## src/rtl/ckmer_pkg.sv

```systemverilog
`timescale 1ns / 1ps
`default_nettype none
// ----------------------------------------------------------------------------
// ckmer_pkg
// types, constants and helper functions shared by the canonical k-mer encoder
// ----------------------------------------------------------------------------
package ckmer_pkg;

  localparam int unsigned MaxKmer  = 32;
  localparam int unsigned MinKmer  = 4;
  localparam int unsigned KLenW    = 6;
  localparam int unsigned KmerW    = 2 * MaxKmer;
  localparam logic [KLenW-1:0] KLenReset = KLenW'(MaxKmer);

  // ascii codes of the accepted bases
  localparam logic [7:0] ChUpA = 8'h41;
  localparam logic [7:0] ChUpC = 8'h43;
  localparam logic [7:0] ChUpG = 8'h47;
  localparam logic [7:0] ChUpT = 8'h54;
  localparam logic [7:0] ChLoA = 8'h61;
  localparam logic [7:0] ChLoC = 8'h63;
  localparam logic [7:0] ChLoG = 8'h67;
  localparam logic [7:0] ChLoT = 8'h74;

  typedef enum logic [1:0] {
    BASE_A = 2'd0,
    BASE_C = 2'd1,
    BASE_G = 2'd2,
    BASE_T = 2'd3
  } base_e;

  typedef struct packed {
    logic [7:0] base_char;
    logic       seq_start;
  } in_item_t;

  typedef struct packed {
    logic             kmer_valid;
    logic [KmerW-1:0] canonical_kmer;
    logic             from_reverse;
  } out_item_t;

  typedef struct packed {
    logic valid;
    base_e code;
  } base_dec_t;

  // control from the top level into the window
  typedef struct packed {
    logic advance;
    logic clear;
  } win_ctrl_t;

  // next window contents handed to the selector
  typedef struct packed {
    logic             kmer_valid;
    logic [KmerW-1:0] fwd;
    logic [KmerW-1:0] rev;
  } win_out_t;

  function automatic base_dec_t base_decode(input logic [7:0] ch);
    base_dec_t d;
    d.valid = 1'b1;
    d.code  = BASE_A;
    unique case (ch)
      ChUpA, ChLoA: d.code = BASE_A;
      ChUpC, ChLoC: d.code = BASE_C;
      ChUpG, ChLoG: d.code = BASE_G;
      ChUpT, ChLoT: d.code = BASE_T;
      default:      d.valid = 1'b0;
    endcase
    return d;
  endfunction

  // clamp the programmed length into the supported range
  function automatic logic [KLenW-1:0] eff_k(input logic [KLenW-1:0] len);
    logic [KLenW-1:0] k;
    k = len;
    if (k < KLenW'(MinKmer)) begin
      k = KLenW'(MinKmer);
    end
    if (k > KLenW'(MaxKmer)) begin
      k = KLenW'(MaxKmer);
    end
    return k;
  endfunction

endpackage
`default_nettype wire

```

## src/rtl/ckmer_window.sv

```systemverilog
`timescale 1ns / 1ps
`default_nettype none
// ----------------------------------------------------------------------------
// ckmer_window
// forward and reverse-complement base windows with the valid-run counter
// ----------------------------------------------------------------------------
module ckmer_window (
  input  wire logic                         clk_i,
  input  wire logic                         rst_ni,
  input  wire ckmer_pkg::win_ctrl_t         ctrl_i,
  input  wire ckmer_pkg::in_item_t          item_i,
  input  wire logic [ckmer_pkg::KLenW-1:0]  k_i,
  output      ckmer_pkg::win_out_t          win_o
);

  logic [ckmer_pkg::KmerW-1:0] fwd_q, fwd_d, fwd_base, fwd_sh;
  logic [ckmer_pkg::KmerW-1:0] rev_q, rev_d, rev_base, rev_sh;
  logic [ckmer_pkg::KLenW-1:0] run_q, run_d, run_base, k_m1;
  ckmer_pkg::base_dec_t        dec;

  always_comb begin
    dec      = ckmer_pkg::base_decode(item_i.base_char);
    fwd_base = item_i.seq_start ? '0 : fwd_q;
    rev_base = item_i.seq_start ? '0 : rev_q;
    run_base = item_i.seq_start ? '0 : run_q;
    k_m1     = k_i - ckmer_pkg::KLenW'(1);
    fwd_sh   = {fwd_base[ckmer_pkg::KmerW-3:0], dec.code};
    rev_sh   = {2'b00, rev_base[ckmer_pkg::KmerW-1:2]};
    fwd_d    = '0;
    rev_d    = '0;
    // lanes at or above k stay zero
    for (int i = 0; i < ckmer_pkg::MaxKmer; i++) begin
      if (ckmer_pkg::KLenW'(i) < k_i) begin
        fwd_d[2*i +: 2] = fwd_sh[2*i +: 2];
        rev_d[2*i +: 2] = rev_sh[2*i +: 2]
                          | ((ckmer_pkg::KLenW'(i) == k_m1) ? ~dec.code : 2'b00);
      end
    end
    run_d = (run_base < k_i) ? run_base + ckmer_pkg::KLenW'(1) : run_base;
    if (!dec.valid) begin
      fwd_d = '0;
      rev_d = '0;
      run_d = '0;
    end
    win_o.kmer_valid = dec.valid && (run_d >= k_i);
    win_o.fwd        = fwd_d;
    win_o.rev        = rev_d;
  end

  always_ff @(posedge clk_i or negedge rst_ni) begin
    if (!rst_ni) begin
      fwd_q <= '0;
      rev_q <= '0;
      run_q <= '0;
    end else if (ctrl_i.clear) begin
      fwd_q <= '0;
      rev_q <= '0;
      run_q <= '0;
    end else if (ctrl_i.advance) begin
      fwd_q <= fwd_d;
      rev_q <= rev_d;
      run_q <= run_d;
    end
  end

endmodule
`default_nettype wire

```

## src/rtl/ckmer_select.sv

```systemverilog
`timescale 1ns / 1ps
`default_nettype none
// ----------------------------------------------------------------------------
// ckmer_select
// picks the smaller strand as the canonical k-mer
// ----------------------------------------------------------------------------
module ckmer_select (
  input  wire ckmer_pkg::win_out_t  win_i,
  output      ckmer_pkg::out_item_t res_o
);

  logic rev_lt;

  always_comb begin
    rev_lt = win_i.rev < win_i.fwd;
    res_o  = '0;
    if (win_i.kmer_valid) begin
      res_o.kmer_valid     = 1'b1;
      res_o.from_reverse   = rev_lt;
      // palindromes keep the forward strand
      res_o.canonical_kmer = rev_lt ? win_i.rev : win_i.fwd;
    end
  end

endmodule
`default_nettype wire

```

## src/rtl/canonical_kmer_encoder_top.sv

```systemverilog
`timescale 1ns / 1ps
`default_nettype none
// ----------------------------------------------------------------------------
// canonical_kmer_encoder_top
// streams ascii bases into 2-bit k-mer windows and emits the canonical k-mer
// ----------------------------------------------------------------------------
//
//   channel  direction  handshake               payload
//   in       input      in_valid_i / in_stall_o  in_item_i  (base_char, seq_start)
//   out      output     out_valid_o / out_stall_i out_item_o (kmer_valid, kmer, strand)
//   cfg      input      cfg_we_i                 cfg_wdata_i (kmer_length)
//
// one item per cycle sustained while the output is not stalled; each accepted item
// sits in the input register, then the window update and strand
// compare run combinationally into the result register
// a stalled result holds the pipeline; the input register still takes an item
// while the result waits, so the input stalls only when both stages are full
// reset clears the windows, the run count and both stage valids; k resets to 32
// a length write clears the windows and the run count
//
module canonical_kmer_encoder_top (
  input  wire logic                         clk_i,
  input  wire logic                         rst_ni,
  input  wire logic                         in_valid_i,
  output      logic                         in_stall_o,
  input  wire ckmer_pkg::in_item_t          in_item_i,
  output      logic                         out_valid_o,
  input  wire logic                         out_stall_i,
  output      ckmer_pkg::out_item_t         out_item_o,
  input  wire logic                         cfg_we_i,
  input  wire logic [ckmer_pkg::KLenW-1:0]  cfg_wdata_i
);

  // configuration
  logic [ckmer_pkg::KLenW-1:0] klen_q;
  logic [ckmer_pkg::KLenW-1:0] k_eff;

  // input stage
  logic                 in_vld_q;
  ckmer_pkg::in_item_t  in_q;

  // result stage
  logic                 out_vld_q;
  ckmer_pkg::out_item_t out_q;
  ckmer_pkg::out_item_t res;

  ckmer_pkg::win_ctrl_t ctrl;
  ckmer_pkg::win_out_t  win;
  logic                 advance;
  logic                 in_take;

  assign k_eff = ckmer_pkg::eff_k(klen_q);

  // the held item moves on when the result register is free or being drained
  assign advance   = in_vld_q && (!out_vld_q || !out_stall_i);
  assign in_stall_o = in_vld_q && !advance;
  assign in_take    = in_valid_i && !in_stall_o;

  assign ctrl.advance = advance;
  assign ctrl.clear   = cfg_we_i;

  always_ff @(posedge clk_i or negedge rst_ni) begin
    if (!rst_ni) begin
      klen_q <= ckmer_pkg::KLenReset;
    end else if (cfg_we_i) begin
      klen_q <= cfg_wdata_i;
    end
  end

  always_ff @(posedge clk_i or negedge rst_ni) begin
    if (!rst_ni) begin
      in_vld_q <= 1'b0;
    end else if (in_take) begin
      in_vld_q <= 1'b1;
    end else if (advance) begin
      in_vld_q <= 1'b0;
    end
  end

  always_ff @(posedge clk_i) begin
    if (in_take) begin
      in_q <= in_item_i;
    end
  end

  ckmer_window u_window (
    .clk_i  (clk_i),
    .rst_ni (rst_ni),
    .ctrl_i (ctrl),
    .item_i (in_q),
    .k_i    (k_eff),
    .win_o  (win)
  );

  ckmer_select u_select (
    .win_i (win),
    .res_o (res)
  );

  always_ff @(posedge clk_i or negedge rst_ni) begin
    if (!rst_ni) begin
      out_vld_q <= 1'b0;
    end else if (advance) begin
      out_vld_q <= 1'b1;
    end else if (!out_stall_i) begin
      out_vld_q <= 1'b0;
    end
  end

  always_ff @(posedge clk_i) begin
    if (advance) begin
      out_q <= res;
    end
  end

  assign out_valid_o = out_vld_q;
  assign out_item_o  = out_q;

`ifndef SYNTH
  // a strand flag only comes with a full k-mer
  assert property (@(posedge clk_i) disable iff (!rst_ni)
    out_vld_q && out_q.from_reverse |-> out_q.kmer_valid)
    else $error("strand flag set without a valid k-mer");

  // no partial k-mer leaks out
  assert property (@(posedge clk_i) disable iff (!rst_ni)
    out_vld_q && !out_q.kmer_valid |-> (out_q.canonical_kmer == '0))
    else $error("k-mer bits set on an invalid result");

  // the input stalls only while both stages are full and the output is held
  assert property (@(posedge clk_i) disable iff (!rst_ni)
    in_stall_o |-> in_vld_q && out_vld_q && out_stall_i)
    else $error("input stalled with room in the pipeline");

  // a held result does not change while the output is stalled
  assert property (@(posedge clk_i) disable iff (!rst_ni)
    out_vld_q && out_stall_i |=> out_vld_q && $stable(out_q))
    else $error("stalled result dropped or changed");
`endif

endmodule
`default_nettype wire
```

## config.mk

```make
export PLATFORM = sky130hd
export DESIGN_NAME = canonical_kmer_encoder_top
export DESIGN_NICKNAME = d
export VERILOG_FILES = /design/src/rtl/ckmer_pkg.sv /design/src/rtl/ckmer_window.sv /design/src/rtl/ckmer_select.sv /design/src/rtl/canonical_kmer_encoder_top.sv
export SDC_FILE = /design/constraint.sdc
export NUM_CORES = 1
export LEC_CHECK = 0
export ABC_AREA = 1
export BUFFER_PORTS_ARGS = -buffer_cell sky130_fd_sc_hd__buf_2
export CAP_MARGIN = 15
export CORE_UTILIZATION = 56
export DETAILED_ROUTE_END_ITERATION = 6
export HOLD_SLACK_MARGIN = 0.02
export PLACE_DENSITY = 0.79
export REMOVE_ABC_BUFFERS = 1
export SLEW_MARGIN = 25
export SYNTH_ARGS = -nofsm -noshare
export SYNTH_HDL_FRONTEND = slang
export SYNTH_HIERARCHICAL = 1
export SYNTH_SLANG_ARGS = --single-unit
```

## constraint.sdc

```tcl
create_clock -name clk_i -period 5 [get_ports clk_i]
set_input_delay 0.75 -clock clk_i [delete_from_list [all_inputs] [get_ports clk_i]]
set_output_delay 0.75 -clock clk_i [all_outputs]
set_load 0.005 [all_outputs]
```

==> results of run 1 <==
-- cell type report --
cell class,instances,area [um^2],area share (%)
multi-input combinational,1372,6660,43.4
sequential,212,5680,37.0
inverter,293,1100,7.16
clock buffer,39,759,4.94
timing repair buffer,109,701,4.56
tap,324,405,2.64
clock inverter,5,53.8,0.350
-- worst max path at each step --
stage | from | endpoint | slack, ns | depth (start not counted)
floorplan | out_stall_i | u_window/fwd_q[0] | -3.75 | 7
global placement | klen_q[3] | out_item_o[1] | 0.52 | 23
detailed placement | klen_q[3] | out_item_o[13] | 0.43 | 23
CTS | klen_q[3] | out_item_o[2] | 0.38 | 23
global route | klen_q[5] | out_item_o[11] | 0.01 | 24
finish | klen_q[5] | out_item_o[2] | 0.39 | 17
-- routing by layer --
layer | up-vias | track usage (%) | part of all wire (%)
met3 | 96 | 3.35 | 6.9
li1 | 6333 | - | -
met2 | 517 | 46.8 | 47
met1 | 5977 | 37.1 | 43
met5 | - | 0 | 0
met4 | 0 | 10.9 | 3.1
-- through the flow --
| stage | power (mW) | hold WS [ns] | TNS, ns | instances | utilization, % |
|---|---|---|---|---|---|
| detailed placement | 2.43 | 0.465 | 0 | 2310 | 59.8 |
| CTS | 4.23 | 0.370 | 0 | 2354 | 63.1 |
| global placement | 2.42 | 0.462 | 0 | 2310 | 59.8 |
| global route | 4.35 | 0.396 | 0 | 2354 | 63.2 |
| floorplan | 2.22 | 0.447 | -505.18 | 1877 | - |
| finish | 4.20 | 0.322 | 0 | 2354 | 63.2 |
-- where the power goes --
part           internal, mW  switching, mW
clock                  1.09          0.711
sequential             1.87         0.0199
combinational         0.131          0.381
total                  3.09           1.11
-- state kept, by name, summed over array words and instances, names as in the netlist --
register        cells
in_vld_q            1
in_q                8
klen_q              6
u_window/run_q      6
u_window/fwd_q     62
out_item_o         66
u_window/rev_q     62
out_valid_o         1
-- cells in the final DEF (no fill, tap or decap), types with 2 or more instances in the layout --
cell	instances
a22oi_1	2
buf_4	15
inv_2	6
ha_1	75
inv_1	287
o21ai_1	24
and2_1	21
nand2_1	595
clkinv_2	3
o21ai_0	66
a21oi_1	108
nor2_2	7
and3_1	2
edfxtp_1	74
nor2_4	8
buf_2	85
nor2_1	218
nand2_2	4
buf_12	7
o22ai_1	7
clkbuf_16	26
nor3_1	8
o21ai_2	2
dfrtp_1	137
o211ai_1	3
nand3_2	3
nand4_1	45
clkbuf_8	6
nand3_1	163
buf_6	2
clkbuf_1	7
==> results.cfg, run 1 <==
[die]
rows = 57
pin_count = 88
dieArea_mm2 = 0.0255
start_util_pct = 57.2
die_h_um = 160
die_w_um = 160
fp.coreArea_mm2 = 0.0243

[cts]
cts_resized = 0
clockRootBuffer = clkbuf_16
clk_path_buf_depth = 3
clock_latency_ns = 0.52
cts_inserted_buffers = 24
tritoncts = done
postCtsHoldBufs = 0
cts_max_level = 1
cts.clk_slew.worst_paths_ns = 0.06
cts.sinks = 212
post_cts_buffers = 0

[yosys]
synth_area_mm2 = 0.0139
synth_area_per_cell_um2 = 7.06
ys_warn_count = 6
netlist_instances = 1971

[critical_path]
path_buf_inv = 3
worstPathArrival_ns = 4.87
crit_path_end_kind = flop
critPathLaunchType = flop
slowest_stage = dfstp_4
critPathTopFamily = simple AND/OR/NAND/NOR gates
max_stage_delay_ns = 0.55
rr_endpoint = out_item_o[2]
ff2ff_path_depth = 17
crit_fanout = 75
crit_path_cell_trace = nor2_1 > nand2_1 > o21ai_1 > nand2_1 > nor2_4 > inv_2 > nor3_1 > inv_1 > ha_1 > nand2_1 > nor3_2 > nand2_1 > nor3_1 > nand2_4 > buf_12 > a21oi_1 > nor2_1
regToRegSetupSlack_ns = 0.39
timing.rr.start = klen_q[5]
cp_data_required_time_ns = 5.26
crit_path_frequent_cell = nand2_1
critPathKind = flop to flop

[placement]
dp_hpwl_mm = 23.8
place_area_mm2 = 0.0145
port_buffers = 86
globalplace.congestion = 0.906
dp_worst_setup_slack_ns = 0.428

[cells_and_area]
drive_above_1_share_pct = 8.97
fill_cells = 2102
syn_to_final_growth_pct = 10.4
num_antenna_cells = 0
fin_nets = 2107
fin_area_mm2 = 0.0154

[timing]
max_slew_margin_pct = 32.3
fin_crit_sh_pct = 92.2
maxSlewViolCount = 0
clock.fmax_mhz = 217
finClkSkew_ns = 0.0110
finalSetupViolCount = 0
fin_crit_ns = 4.61
rsz0062_at_grt = no
worst_slack_ns = 0.392
hold_violations = 0
worstMarginPinSlew_ns = 1.01

[detailed_routing]
drt_iter0_drc = 1157
drt-pass1-iter-count = 6
drcViolationCount = 0
routed_wl_mm = 35.4
ant_nets = 0
vias = 12900
post_drt_wl_per_cell_um = 15.0
viasPerCell = 5.49

[global_route]
antenna_found_initial = 0
grt_pass1_vias = 12000
grt.total_usage_pct = 28.0
grt_overflow = 0
grt_max_degree = 128
grt_pass1_wl_mm = 58.7

[min_path]
hold_path_class = input pin to async pin

[pwr]
power.density_mw_per_mm2 = 274
p_leak_nw = 7.09
max-vdd-ir-drop_v = 0.000234

[flow_run]
cap_violations = 0

[outcome]
status = finished, final reports clean
(Power assumes the default switching activity.)
==> inputs of run 2 (changes only) <==
--- a/config.mk
+++ b/config.mk
@@ -8,10 +8,10 @@
 export ABC_AREA = 1
 export BUFFER_PORTS_ARGS = -buffer_cell sky130_fd_sc_hd__buf_2
 export CAP_MARGIN = 15
-export CORE_UTILIZATION = 56
+export CORE_UTILIZATION = 62
 export DETAILED_ROUTE_END_ITERATION = 6
 export HOLD_SLACK_MARGIN = 0.02
-export PLACE_DENSITY = 0.79
+export PLACE_DENSITY = 0.83
 export REMOVE_ABC_BUFFERS = 1
 export SLEW_MARGIN = 25
 export SYNTH_ARGS = -nofsm -noshare
==> constraint.sdc (replaced) <==
create_clock -name clk_i -period 4.55 [get_ports clk_i]
set_input_delay 0.6825 -clock clk_i [delete_from_list [all_inputs] [get_ports clk_i]]
set_output_delay 0.6825 -clock clk_i [all_outputs]
set_load 0.005 [all_outputs]
==> run 2 against run 1 <==
Effect of this change:
- flip-flop and latch count unchanged
- maximum frequency up 6.8%
- wire length up 1.8%
- sequential share of layout area down 0.16 points
- hold slack better by 0.012 ns
- highest routed layer unchanged
- clock power up 9%
- combinational power up 13%
==> results.cfg, run 2 (synthesized netlist as in run 1, its figures left out) <==
[outcome]
status = finished, final reports clean

[pwr]
p_leak_nw = 7.15
max-vdd-ir-drop_v = 0.000329
power.density_mw_per_mm2 = 300
power.total_mw = 4.62

[cells_and_area]
syn_to_final_growth_pct = 10.8
drive_above_1_share_pct = 9.83
num_antenna_cells = 0
fin_nets = 2122
largest_reg_flops = 66
layout_commonest_cell = nand2_1
layout_common_cells = nand2_1 (593), inv_1 (286), nor2_1 (215)

[die]
start_util_pct = 63.6
rows = 54
dieArea_mm2 = 0.0230
die_w_um = 152
pin_count = 88
fp.coreArea_mm2 = 0.0219
die_h_um = 152

[timing]
fin_setup_tns_ns = 0
worstMarginPinSlew_ns = 1.06
fin_crit_sh_pct = 94.8
finClkSkew_ns = 0.0176
hold_violations = 0
maxSlewViolCount = 0
max_slew_margin_pct = 29.4
fin_crit_ns = 4.31
finalSetupViolCount = 0
clock.fmax_mhz = 232

[critical_path]
worstPathArrival_ns = 4.59
timing.rr.start = klen_q[5]
path_buf_inv = 6
critPathTopFamily = simple AND/OR/NAND/NOR gates
regToRegSetupSlack_ns = 0.24
critPathKind = flop to flop
crit_fanout = 65
crit_path_cell_trace = nor2_1 > nand2_1 > nand2_1 > nor2_2 > buf_4 > nand2_1 > inv_1 > nor2_1 > inv_1 > nand2_1 > nor2_1 > inv_1 > ha_1 > nand2_1 > nor3_2 > nand2_1 > nor3_2 > buf_4 > nand2_4 > buf_12 > a21oi_1 > nor2_1
slowest_stage = dfstp_2
crit_path_frequent_cell = nand2_1
max_stage_delay_ns = 0.61
crit_path_end_kind = flop
rr_endpoint = out_item_o[60]
critPathLaunchType = flop
ff2ff_path_depth = 22
cp_data_required_time_ns = 4.82

[flow_run]
cap_violations = 0

[min_path]
worstHoldStart = in_item_i[0]
min_to = in_q[0]
hold_depth = 1
hold_path_class = input pin to flop

[detailed_routing]
ant_nets = 0
viasPerCell = 5.66
post_drt_wl_per_cell_um = 15.5
vias = 13200
drt-pass1-iter-count = 6
routed_wl_mm = 36.0
drt_iter0_drc = 1183
drcViolationCount = 0

[placement]
port_buffers = 86
globalplace.congestion = 0.948
dp_hpwl_mm = 24.4

[global_route]
antenna_found_initial = 0
grt_overflow = 0
grt_max_degree = 98
grt_pass1_vias = 12500
grt_pass1_wl_mm = 59.8
grt.total_usage_pct = 31.1

[cts]
clock_latency_ns = 0.52
cts.clk_slew.worst_paths_ns = 0.06
cts_max_level = 1
tritoncts = done
cts_inserted_buffers = 24
clockRootBuffer = clkbuf_16
clk_path_buf_depth = 3
cts.sinks = 212
## run 2: changes by cell type in the layout (fill, tap and decap cells not counted), moves of 2 or more
| cell | change |
|---|---|
| buf_4 | +16 |
| nor2_1 | -3 |
| nor2_2 | +3 |
| o21ai_0 | -3 |
| o21ai_1 | +3 |
| clkinv_1 | +2 |
| nand2_1 | -2 |
| nand2_2 | +2 |
## run 2: area by class of cell
| class | instances | area, um^2 |
|---|---|---|
| Clock buffer | 38 | 746 |
| Tap cell | 280 | 350 |
| Multi-Input combinational cell | 1372 | 6690 |
| Timing Repair Buffer | 124 | 800 |
| Inverter | 293 | 1100 |
| Fill cell | 1783 | 6470 |
| Clock inverter | 6 | 56.3 |
| Sequential cell | 212 | 5680 |
## run 2: through the flow
stage	util [%]	hold WS, ns	setup WS (ns)	cell area (um^2)	instances
floorplan	-	0.387	-4.14	13400	1877
global placement	66.5	0.462	0.276	14600	2278
detailed placement	66.5	0.465	0.208	14600	2278
CTS	70.2	0.320	0.00410	15400	2323
global route	70.4	0.324	-0.0147	15400	2325
finish	70.4	0.334	0.236	15400	2325
## run 2: timing repair
item                                    4_1_cts  5_1_grt
hold buffers                                  1        0
setup buffers                                 0        2
endpoints found under the setup margin        0       65
hold endpoints to repair                     23        0
gates resized for setup                       0       12
## run 2: worst max-delay path by stage
stage	depth (start not counted)	startpoint	to	slack [ns]
after global placement	20	klen_q[3]	out_item_o[1]	0.28
after global routing	23	klen_q[3]	out_item_o[5]	-0.01
final	22	klen_q[5]	out_item_o[60]	0.24
after CTS	20	klen_q[3]	out_item_o[1]	0.004
after floorplan	7	out_stall_i	u_window/fwd_q[0]	-4.14
after detailed placement	21	klen_q[3]	out_item_o[1]	0.21
## run 2: per-layer routing
layer	part of all wire, %	vias up	global-route usage (%)
met3	7.5	120	4.99
met5	0	-	0
met1	41	6084	39.8
met2	48	601	52.6
met4	3.3	0	12.4
li1	-	6366	-
## run 2: report_power, final
part           switching, mW  total, mW  internal [mW]
Clock                  0.786       1.96           1.18
Combinational          0.427      0.581          0.153
Sequential            0.0220       2.08           2.06
Total                   1.24       4.62           3.39
